## src/rtl/lib_pkg.sv

```systemverilog
//------------------------------------------------------------------------------
// lib_pkg: shared types and constants of the line intersection block
// Holds the reason codes, the quotient width and the box register indices.
//------------------------------------------------------------------------------
package lib_pkg;

  typedef enum logic [1:0] {
    RSN_OK       = 2'd0,
    RSN_PARALLEL = 2'd1,
    RSN_RANGE    = 2'd2,
    RSN_OUTSIDE  = 2'd3
  } reason_e;

  localparam int unsigned QBITS = 32;

  typedef enum logic [1:0] {
    REG_LEFT   = 2'd0,
    REG_BOTTOM = 2'd1,
    REG_RIGHT  = 2'd2,
    REG_TOP    = 2'd3
  } reg_idx_e;

endpackage

```

## src/rtl/lib_div_cell.sv

```systemverilog
//------------------------------------------------------------------------------
// lib_div_cell: one stage of the restoring divider chain
// Takes one dividend bit, updates remainder and saturating quotient, and
// hands the result to the next cell every cycle in which en_i is high.
//------------------------------------------------------------------------------
module lib_div_cell
  import lib_pkg::*;
#(
  parameter int unsigned NBITS = 64,
  parameter int unsigned DBITS = 32,
  parameter int unsigned BIT   = 0
) (
  input  logic             clk_i,
  input  logic             en_i,
  input  logic [NBITS-1:0] num_i,
  input  logic [DBITS-1:0] den_i,
  input  logic [DBITS:0]   rem_i,
  input  logic [QBITS-1:0] quo_i,
  input  logic             ovf_i,
  output logic [NBITS-1:0] num_o,
  output logic [DBITS-1:0] den_o,
  output logic [DBITS:0]   rem_o,
  output logic [QBITS-1:0] quo_o,
  output logic             ovf_o
);

  logic [DBITS+1:0] sh;
  logic             ge;
  logic [DBITS:0]   rem_d;
  logic [QBITS:0]   q_sh;
  logic [QBITS-1:0] quo_d;
  logic             ovf_d;

  // shift in one bit, compare, subtract
  always_comb begin
    sh    = {rem_i, num_i[BIT]};
    ge    = sh >= {2'b00, den_i};
    rem_d = ge ? (DBITS+1)'(sh - {2'b00, den_i}) : sh[DBITS:0];
    q_sh  = {quo_i, ge};
    ovf_d = ovf_i;
    quo_d = q_sh[QBITS-1:0];
    if (q_sh[QBITS:QBITS-1] != 2'b00) begin
      ovf_d = 1'b1;
      quo_d = {1'b1, {(QBITS-1){1'b0}}};
    end
  end

  // advance one cell
  always_ff @(posedge clk_i) begin
    if (en_i) begin
      num_o <= num_i;
      den_o <= den_i;
      rem_o <= rem_d;
      quo_o <= quo_d;
      ovf_o <= ovf_d;
    end
  end

endmodule

```

## config.mk

```make
export PLATFORM = sky130hd
export DESIGN_NAME = lib_div_cell
export DESIGN_NICKNAME = d
export VERILOG_FILES = /design/src/rtl/lib_pkg.sv /design/src/rtl/lib_div_cell.sv
export SDC_FILE = /design/constraint.sdc
export NUM_CORES = 1
export LEC_CHECK = 0
export ABC_AREA = 1
export BUFFER_PORTS_ARGS = -buffer_cell sky130_fd_sc_hd__buf_2
export CORE_UTILIZATION = 35
export DETAILED_ROUTE_END_ITERATION = 6
export GPL_ROUTABILITY_DRIVEN = 1
export PLACE_DENSITY = 0.74
export SLEW_MARGIN = 40
export SYNTH_ARGS = -nofsm -noshare
export SYNTH_HDL_FRONTEND = slang
export SYNTH_SLANG_ARGS = --single-unit
```

## constraint.sdc

```tcl
create_clock -name clk_i -period 2 [get_ports clk_i]
set_clock_uncertainty 0.15 [all_clocks]
set_input_delay 0.2 -clock clk_i [delete_from_list [all_inputs] [get_ports clk_i]]
set_output_delay 0.2 -clock clk_i [all_outputs]
set_load 0.005 [all_outputs]
```

==> flow_summary.yaml, run 1 <==
outcome:
  status: "finished clean"
critical_path:
  crit_required_ns: 2.04
  startpoint: "den_i[14]"
  critPathKind: "primary input to flip-flop"
  start_kind: "primary input"
  worstSetupEndpointType: "flip-flop"
  worstPathMaxFanout: 4
  worstPathArrival_ns: 1.94
routing:
  drt_iter0_drc: 543
  drc: 0
  first_pass_iters: 5
  routed_wirelength_um: 27640
  drtAntennaViolNets: 0
  viasPerCell: 4.502
  wl_per_cell_um: 15.00
  dr_total_vias: 8293
grt:
  grt_pass1_wl_um: 41850
  grt_use_total_pct: 22.36
  met1_usage_pct: 24.86
  grt.busiest_layer: "met2"
  use_met3_pct: 4.874
  grt_overflow: 0
  grt_pass1_vias: 8262
  antenna_found_initial: 2
  grt_max_degree: 53
  use_met2_pct: 40.42
logic_synthesis:
  ys_warn_count: 0
  yosys-mux-area-fraction_pct: 0
  ys_top_cells_by_count: "nand2_1, inv_1, edfxtp_1, nor2_1, nand4_1"
  syn-instance-count: 927
  synth-compound-area-share_pct: 1.431
  synth_area_mm2: 0.008394
  yosysTopAreaCell: "edfxtp_1"
  synth-seq-cells: 162
  synthArstFlopShare_pct: 0
  yosysSeqAreaShare_pct: 57.95
  synth_top_family_by_area: "simple AND/OR/NAND/NOR gates"
  synth_top_area_share_pct: 57.95
  synth-main-ff-cell: "edfxtp_1"
  synth-xor-area-share_pct: 1.565
  synth_edf_count: 162
  synth_nets: 1124
  synth_area_per_cell_um2: 9.055
  synth_simple_gate_area_share_pct: 24.07
  synthMostInstantiatedCell: "nand2_1"
  synth_area_leaders: "edfxtp_1, nand2_1, inv_1"
  synthDistinctLibCells: 28
  synthAdderAreaFrac_pct: 5.008
floorplan:
  die_w_um: 156.9
  start_util_pct: 35.76
  die-height_um: 156.9
  die_area_mm2: 0.02461
  core_mm2: 0.02347
  io_pins: 326
  fp-row-count: 56
timing:
  slew_viol_final: 0
  fmax_mhz: 526.5
  worstMarginPinSlew_ns: 0.3162
  slew_headroom_pct: 78.84
  period_share_pct: 94.96
  rsz0062_at_grt: "true"
  finalSetupViolations: 0
  hold_viol: 0
  min_period_ns: 1.899
cells_and_area:
  layout.nets: 1705
  final_util_pct: 56.66
  drive_above_1_share_pct: 32.15
  syn_to_final_growth_pct: 58.44
power:
  p_per_area_mw_per_mm2: 718.2
  p_leak_nw: 6.865
  power_mw: 9.553
  switchingPower_mw: 2.744
  vdd_drop_max_mv: 0.5875
  switching_share_pct: 28.72
  seq_power_share_pct: 44.0
  share_comb_of_total_power_pct: 22.0
  p_int_mw: 6.809
  power.share.clock_pct: 34.0
cts:
  cts_buffer_depth: 2
  root_buffer: "clkbuf_16"
  clock_sink_count: 162
  htreeDepth: 4
  cts-buffers-inserted: 17
  cts_setup_buffers: 0
  cts_tree: "done"
  clk_pin_slew_worst_paths_ns: 0.07
placement:
  io_buffers: 325
  dp_hpwl_um: 19410
  place.gp.congestion: 0.9233
flow_run:
  cap_viol_max_count: 0
min_path:
  hp-class: "primary input to flip-flop"
  hp-start: "quo_i[30]"
==> cell usage in the layout (no fill, tap or decap), types with 3 or more instances in the layout <==
cell type | Yosys | final
buf_2 | 9 | 324
nand2_1 | 323 | 321
inv_1 | 197 | 197
edfxtp_1 | 162 | 162
dlygate4sd3_1 | 0 | 144
buf_4 | 0 | 105
nor2_1 | 68 | 66
nand4_1 | 35 | 35
nand3_1 | 31 | 31
ha_1 | 32 | 27
a21oi_1 | 20 | 20
clkbuf_16 | 0 | 17
xor2_1 | 15 | 15
nor2_2 | 4 | 6
nor3_1 | 5 | 5
inv_8 | 0 | 5
and2_1 | 4 | 4
nand2_2 | 2 | 4
ha_4 | 0 | 4
buf_12 | 0 | 4
clkinv_8 | 0 | 3
inv_6 | 0 | 3
clkinv_4 | 0 | 3
==> per-layer routing <==
metal  vias to the layer above  share of wire [%]
met5                         -              0.054
met4                         2                3.9
met3                        65                6.3
met2                       360                 50
met1                      3767                 40
li1                       4099                  -
==> sequential cells by signal (all words and copies together), names as in the netlist <==
register and cells:
ovf_o 1, den_o 32, num_o 64, quo_o 32
rem_o 33
==> logic make-up (layout without fill, tap and decap cells) <==
logic type                 after synthesis  count (layout)
and+or+nand+nor                        480             480
buffers and inverters                  214             808
DFF                                    162             162
adders and majority gates               33              33
AOI/OAI and AO/OA                       23              23
xor gates and xnor gates                15              15
other                                    0               2
==> final timing paths <==
| check | end | cells after the start |
|---|---|---|
| worst max-delay path | rem_o[32] | 15 |
| worst min-delay path | quo_o[0] | 4 |
==> power groups by stage <==
stage | clock network (mW) | registers, mW | logic [mW]
2_1_floorplan | 0 | 4.31 | 0.753
3_3_place_gp | 0 | 4.27 | 1.80
3_5_place_dp | 0 | 4.27 | 1.83
4_1_cts | 3.34 | 4.20 | 2.06
5_1_grt | 3.44 | 4.23 | 2.34
6_report | 3.25 | 4.20 | 2.10
==> metrics by stage <==
stage | setup WS (ns) | TNS (ns) | instance area, µm² | cells | hold slack (ns)
3_3_place_gp | -0.3410 | -10.75 | 11200 | 1664 | 0.2268
5_1_grt | -0.01441 | -0.01441 | 13300 | 1841 | 0.02972
3_5_place_dp | -0.3531 | -10.35 | 11200 | 1664 | 0.2281
6_report | 0.1007 | 0 | 13300 | 1842 | 0.03022
4_1_cts | 0.08863 | 0 | 13230 | 1840 | 0.01868
2_1_floorplan | 0 | 0 | 8397 | 927 | 0.1489
==> area by class of cell <==
cell class                      count  area, µm²
Antenna cell                        2      5.005
Clock buffer                       17      425.4
Clock inverter                     15      162.7
Fill cell                        2029      10170
Inverter                          198      743.2
Multi-Input combinational cell    551       2758
Sequential cell                   162       4865
Tap cell                          319      399.1
Timing Repair Buffer              578       3943
==> critical path, stage by stage <==
cell and delay (ns):
buf_2 0.09, inv_1 0.06, ha_1 0.35, nand2_1 0.13, inv_1 0.10, nand2_1 0.08
nor3_2 0.21, buf_4 0.17, nand2_1 0.05, nand2_1 0.12, nand2_1 0.10, nand3b_1 0.09
nand2_1 0.09, nand2_1 0.07, inv_1 0.03
==> what timing repair did <==
item                                   in CTS  in global routing
endpoints found under the hold margin     152                  0
setup endpoints to repair                   0                 30
hold buffers                              144                  0
gates resized for setup                     0                  9
No activity file was read; power rests on OpenSTA's default activity.
==> run 2: changes to the inputs <==
ABC_AREA = not set   (was 1)
PLACE_DENSITY = 0.76   (was 0.74)
==> flow_summary.yaml, run 2 <==
critical_path:
  worstPathMaxFanout: 6
  cp_cell_sequence: "buf_2 > inv_1 > ha_1 > and3_1 > and2_0 > a221o_1 > o211ai_2 > a31oi_4 > a21oi_4 > buf_12 > mux2_4"
  critPathKind: "primary input to flip-flop"
  crit_required_ns: 2.03
  crit_slowest_cell: "a221o_1"
  max_stage_delay_ns: 0.39
  worstPathArrival_ns: 2.49
  start_kind: "primary input"
  worstSetupEndpointType: "flip-flop"
cts:
  cts_buffer_depth: 2
  cts-buffers-inserted: 17
  clock_sink_count: 162
  cts_tree: "done"
  clk_pin_slew_worst_paths_ns: 0.07
  root_buffer: "clkbuf_16"
  htreeDepth: 4
cells_and_area:
  drive_above_1_share_pct: 46.16
  layout.nets: 1382
  mostFrequentLayoutCell: "buf_2"
  area.sequential_mm2: 0.004865
  reg.largest.list: "num_o (64), rem_o (33)"
  largest_reg_flops: 64
  n_fill_cell: 1530
  syn_to_final_growth_pct: 74.46
  layout_common_cells: "buf_2, edfxtp_1, dlygate4sd3_1"
  fin_area_mm2: 0.01283
  top_register: "num_o"
  multi_input_area_mm2: 0.002474
  instances_no_fill: 1471
power:
  p_int_mw: 6.973
  switching_share_pct: 27.34
  switchingPower_mw: 2.624
  power_mw: 9.597
  vdd_drop_max_mv: 0.5645
  p_per_area_mw_per_mm2: 748.2
  p_leak_nw: 5.725
  seq_power_share_pct: 44.0
  power.share.clock_pct: 33.1
  share_comb_of_total_power_pct: 23.0
timing:
  worstMarginPinSlew_ns: 0.4401
  min_period_ns: 2.463
  rsz0062_at_grt: "true"
  slew_headroom_pct: 70.66
  finalSetupViolations: 34
  period_share_pct: 123.1
  hold_viol: 0
  slew_viol_final: 0
  setup_slack_ns: -0.4626
  fmax_mhz: 406.1
  fin_tns_setup_ns: -13.00
floorplan:
  core_mm2: 0.02043
  die-height_um: 146.9
  die_area_mm2: 0.02159
  io_pins: 326
  fp-row-count: 52
  die_w_um: 146.9
  start_util_pct: 35.99
placement:
  io_buffers: 325
  placed_cells: 1274
  place.gp.congestion: 0.8711
  dp_slack_ns: -0.9658
  place_area_mm2: 0.01038
  dp_hpwl_um: 17720
min_path:
  hp-start: "rem_i[24]"
  hp-class: "primary input to flip-flop"
  hold_end: "rem_o[25]"
  min_path_cells: 4
outcome:
  violations: "setup timing"
  status: "complete, but fails checks"
logic_synthesis:
  synthMostInstantiatedCell: "edfxtp_1"
  ys_warn_count: 0
  synthDistinctLibCells: 54
  synth-main-ff-cell: "edfxtp_1"
  synth-seq-cells: 162
  yosysTopAreaCell: "edfxtp_1"
  synth_nets: 752
  synth_area_per_cell_um2: 13.25
  synth_area_leaders: "edfxtp_1, ha_1, o21ai_0"
  yosysSeqAreaShare_pct: 66.17
  syn-instance-count: 555
  synth_edf_count: 162
  ys_top_cells_by_count: "edfxtp_1, nand2_1, o21ai_0, inv_1, ha_1"
  synth_area_mm2: 0.007352
  synth_top_area_share_pct: 66.17
  synthArstFlopShare_pct: 0
routing:
  drc: 0
  drt-met1-wl_um: 9999
  first_pass_iters: 5
  routed_wirelength_um: 26110
  drtAntennaViolNets: 0
  met2_length_um: 13650
  routed.top_layer: "met5"
  met3_length_um: 1498
  drt_iter0_drc: 320
  dr_total_vias: 6979
  wl_per_cell_um: 17.75
  viasPerCell: 4.744
flow_run:
  cap_viol_max_count: 0
grt:
  grt_use_total_pct: 24.03
  antenna_found_initial: 3
  grt_max_degree: 45
  grt_pass1_wl_um: 39500
  grt_pass1_vias: 7383
  grt_overflow: 0
[run 2: cell count changes after synthesis, sizes merged, moves of 23 or more]
cell and delta:
inv -159, o21ai +44, nand3 -23, nor2 -55
nand4 -31, nand2 -271, and2 +28
[run 2: cell families after synthesis]
group	count (synthesis)	share of synthesized area, %
adder cells (fa/ha/maj)	33	5.718
AO/OA/AOI/OAI	127	11.13
AND/OR/NAND/NOR	146	9.751
flip-flops	162	66.17
buffers and inverters	54	3.182
multiplexers	4	0.5956
XOR/XNOR	29	3.455
[run 2: worst max-delay path by stage]
stage               from         to  slack, ns  cells after the start
5_1_grt         num_i[0]  rem_o[27]      -0.57                     16
2_1_floorplan   num_i[0]  rem_o[17]      -0.76                     12
6_report       den_i[13]  rem_o[13]      -0.46                     11
4_1_cts         num_i[0]  rem_o[13]      -0.43                     13
3_3_place_gp    num_i[0]  rem_o[13]      -0.91                     13
3_5_place_dp    num_i[0]  rem_o[13]      -0.97                     13
[run 2: final cells by class]
cell class / instances / area share, %
multi-input cells: 339 / 19.29
flip-flops and latches: 162 / 37.93
diodes: 3 / 0.05853
clock buffers: 17 / 3.317
repair buffers: 626 / 34.44
clock inverters: 15 / 1.102
inverters: 39 / 1.239
well taps: 270 / 2.634
[run 2: power by group through the flow]
| stage | registers, mW | logic [mW] | clock network, mW |
|---|---|---|---|
| final | 4.22 | 2.20 | 3.17 |
| after global routing | 4.25 | 2.38 | 3.36 |
| after CTS | 4.21 | 2.13 | 3.23 |
| after detailed placement | 4.28 | 1.79 | 0 |
| after global placement | 4.28 | 1.75 | 0 |
| after floorplan | 4.32 | 0.651 | 0 |
[run 2: metal layers]
metal	vias up	GRT usage [%]
met5	-	0
li1	3315	-
met3	58	4.938
met2	287	45.02
met4	2	9.691
met1	3317	26.31
[run 2: what timing repair did]
action                                  in CTS  in global routing
endpoints found under the hold margin      152                  0
hold buffers                               153                  0
endpoints found under the setup margin      34                 34
pin swaps                                   22                  8
resized for setup                           46                 23
gates cloned                                 2                  1
buffers inserted                             5                  3
[run 2: critical path: cells and delay by family]
family	cells	cell delay (ns)
buf+inv	3	0.30
simple gates	2	0.35
compound gates	4	1.02
mux	1	0.30
fa+ha+maj	1	0.31
[run 2: stage by stage]
stage	utilization (%)	hold WS, ns
6_report	62.78	0.02876
5_1_grt	62.76	0.03636
4_1_cts	62.30	0.001676
3_5_place_dp	50.83	0.2281
3_3_place_gp	50.83	0.2269
2_1_floorplan	-	0.1489
==> run 3: changes to the inputs <==
clock period = 2.1 ns   (was 2 ns; I/O delays follow)
==> flow_summary.yaml, run 3 (same netlist as run 2, synthesis figures left out) <==
routing:
  viasPerCell: 4.860
  drtAntennaViolNets: 0
  drc: 0
  dr_total_vias: 7163
  routed_wirelength_um: 27160
  drt_iter0_drc: 381
  first_pass_iters: 6
  wl_per_cell_um: 18.42
floorplan:
  io_pins: 326
  die-height_um: 146.9
  start_util_pct: 35.99
  fp-row-count: 52
  die_w_um: 146.9
  die_area_mm2: 0.02159
  core_mm2: 0.02043
cts:
  cts-buffers-inserted: 17
  cts_tree: "done"
  root_buffer: "clkbuf_16"
  clk_pin_slew_worst_paths_ns: 0.08
  clock_sink_count: 162
  cts_buffer_depth: 2
  htreeDepth: 4
timing:
  period_share_pct: 116.7
  setup_slack_ns: -0.3512
  fmax_mhz: 408.0
  worstMarginPinSlew_ns: 0.4421
  hold_viol: 0
  slew_viol_final: 0
  rsz0062_at_grt: "true"
  slew_headroom_pct: 70.25
  fin_tns_setup_ns: -9.172
  min_period_ns: 2.451
  finalSetupViolations: 34
critical_path:
  crit_required_ns: 2.14
  worstSetupEndpointType: "flip-flop"
  start_kind: "primary input"
  worstPathArrival_ns: 2.49
  critPathKind: "primary input to flip-flop"
  worstPathMaxFanout: 6
grt:
  grt_pass1_vias: 7470
  grt_use_total_pct: 24.48
  antenna_found_initial: 5
  grt_overflow: 0
  grt_max_degree: 45
  grt_pass1_wl_um: 39940
cells_and_area:
  instances_no_fill: 1474
  drive_above_1_share_pct: 47.38
  multi_input_area_mm2: 0.002560
  n_fill_cell: 1516
  mostFrequentLayoutCell: "buf_2"
  top_register: "num_o"
  syn_to_final_growth_pct: 76.69
  final_util_pct: 63.58
  layout.nets: 1385
  reg.largest.list: "num_o (64), rem_o (33)"
  area.sequential_mm2: 0.004865
  largest_reg_flops: 64
  layout_common_cells: "buf_2, edfxtp_1, dlygate4sd3_1"
placement:
  placed_cells: 1273
  io_buffers: 325
  dp_hpwl_um: 17800
  place.gp.congestion: 0.8675
power:
  vdd_drop_max_mv: 0.5369
  p_leak_nw: 5.796
  p_per_area_mw_per_mm2: 716.3
min_path:
  min_path_cells: 4
  hp-start: "rem_i[9]"
  hp-class: "primary input to flip-flop"
  hold_end: "rem_o[10]"
outcome:
  status: "complete, but fails checks"
  violations: "setup timing"
flow_run:
  cap_viol_max_count: 0
==> run 3: power breakdown <==
group / internal (mW) / switching (mW)
clock: 1.59 / 1.51
sequential: 3.92 / 0.0928
combinational: 1.17 / 1.01
total: 6.69 / 2.62
==> run 3: area by class of cell <==
| cell class | count | area share [%] |
|---|---|---|
| antenna | 3 | 0.05779 |
| clock buffer | 17 | 3.275 |
| clock inverter | 15 | 1.223 |
| inverter | 39 | 1.223 |
| multi-input combinational | 339 | 19.71 |
| sequential | 162 | 37.45 |
| tap | 270 | 2.601 |
| timing repair buffer | 629 | 34.46 |
==> run 3: what timing repair did <==
| item | in CTS | in global routing |
|---|---|---|
| pin swaps | 17 | 23 |
| endpoints found under the hold margin | 152 | 0 |
| buffers inserted | 3 | 9 |
| hold buffers | 152 | 0 |
| setup endpoints to repair | 34 | 34 |
| gates cloned | 2 | 1 |
| gates resized for setup | 37 | 62 |
==> run 3: worst max path at each step <==
stage / cells past startpoint / to / startpoint
after floorplan: 12 / rem_o[17] / num_i[0]
after detailed placement: 13 / rem_o[13] / num_i[0]
final: 13 / rem_o[13] / num_i[0]
after global routing: 13 / rem_o[13] / num_i[0]
after global placement: 13 / rem_o[13] / num_i[0]
after CTS: 13 / rem_o[13] / num_i[0]
==> run 3: routing by layer <==
metal / track usage (%) / up-vias / part of all wire [%]
met2: 45.76 / 348 / 53
met3: 5.373 / 64 / 5.9
met5: 0 / - / 0.099
met1: 26.56 / 3427 / 38
li1: - / 3320 / -
met4: 10.21 / 4 / 3.2
==> run 3: metrics by stage <==
stage | instance area [µm²] | hold slack [ns] | worst slack (ns) | power (mW)
2_1_floorplan | 7407 | 0.1589 | -0.6702 | 4.738
3_3_place_gp | 10380 | 0.2369 | -0.8217 | 5.741
3_5_place_dp | 10380 | 0.2381 | -0.8617 | 5.786
4_1_cts | 12710 | -0.01726 | -0.3348 | 9.165
5_1_grt | 12990 | 0.02769 | -0.4385 | 9.639
6_report | 12990 | 0.02399 | -0.3512 | 9.305
==> run 3: critical path, stage by stage <==
cell and delay [ns]:
buf_12 0.11, inv_12 0.04, ha_4 0.12, inv_2 0.03
fa_2 0.33, a21o_1 0.20, a221oi_4 0.28, nor3_2 0.08
o211ai_2 0.20, a31oi_4 0.13, a21oi_4 0.26, buf_12 0.18
mux2_4 0.30
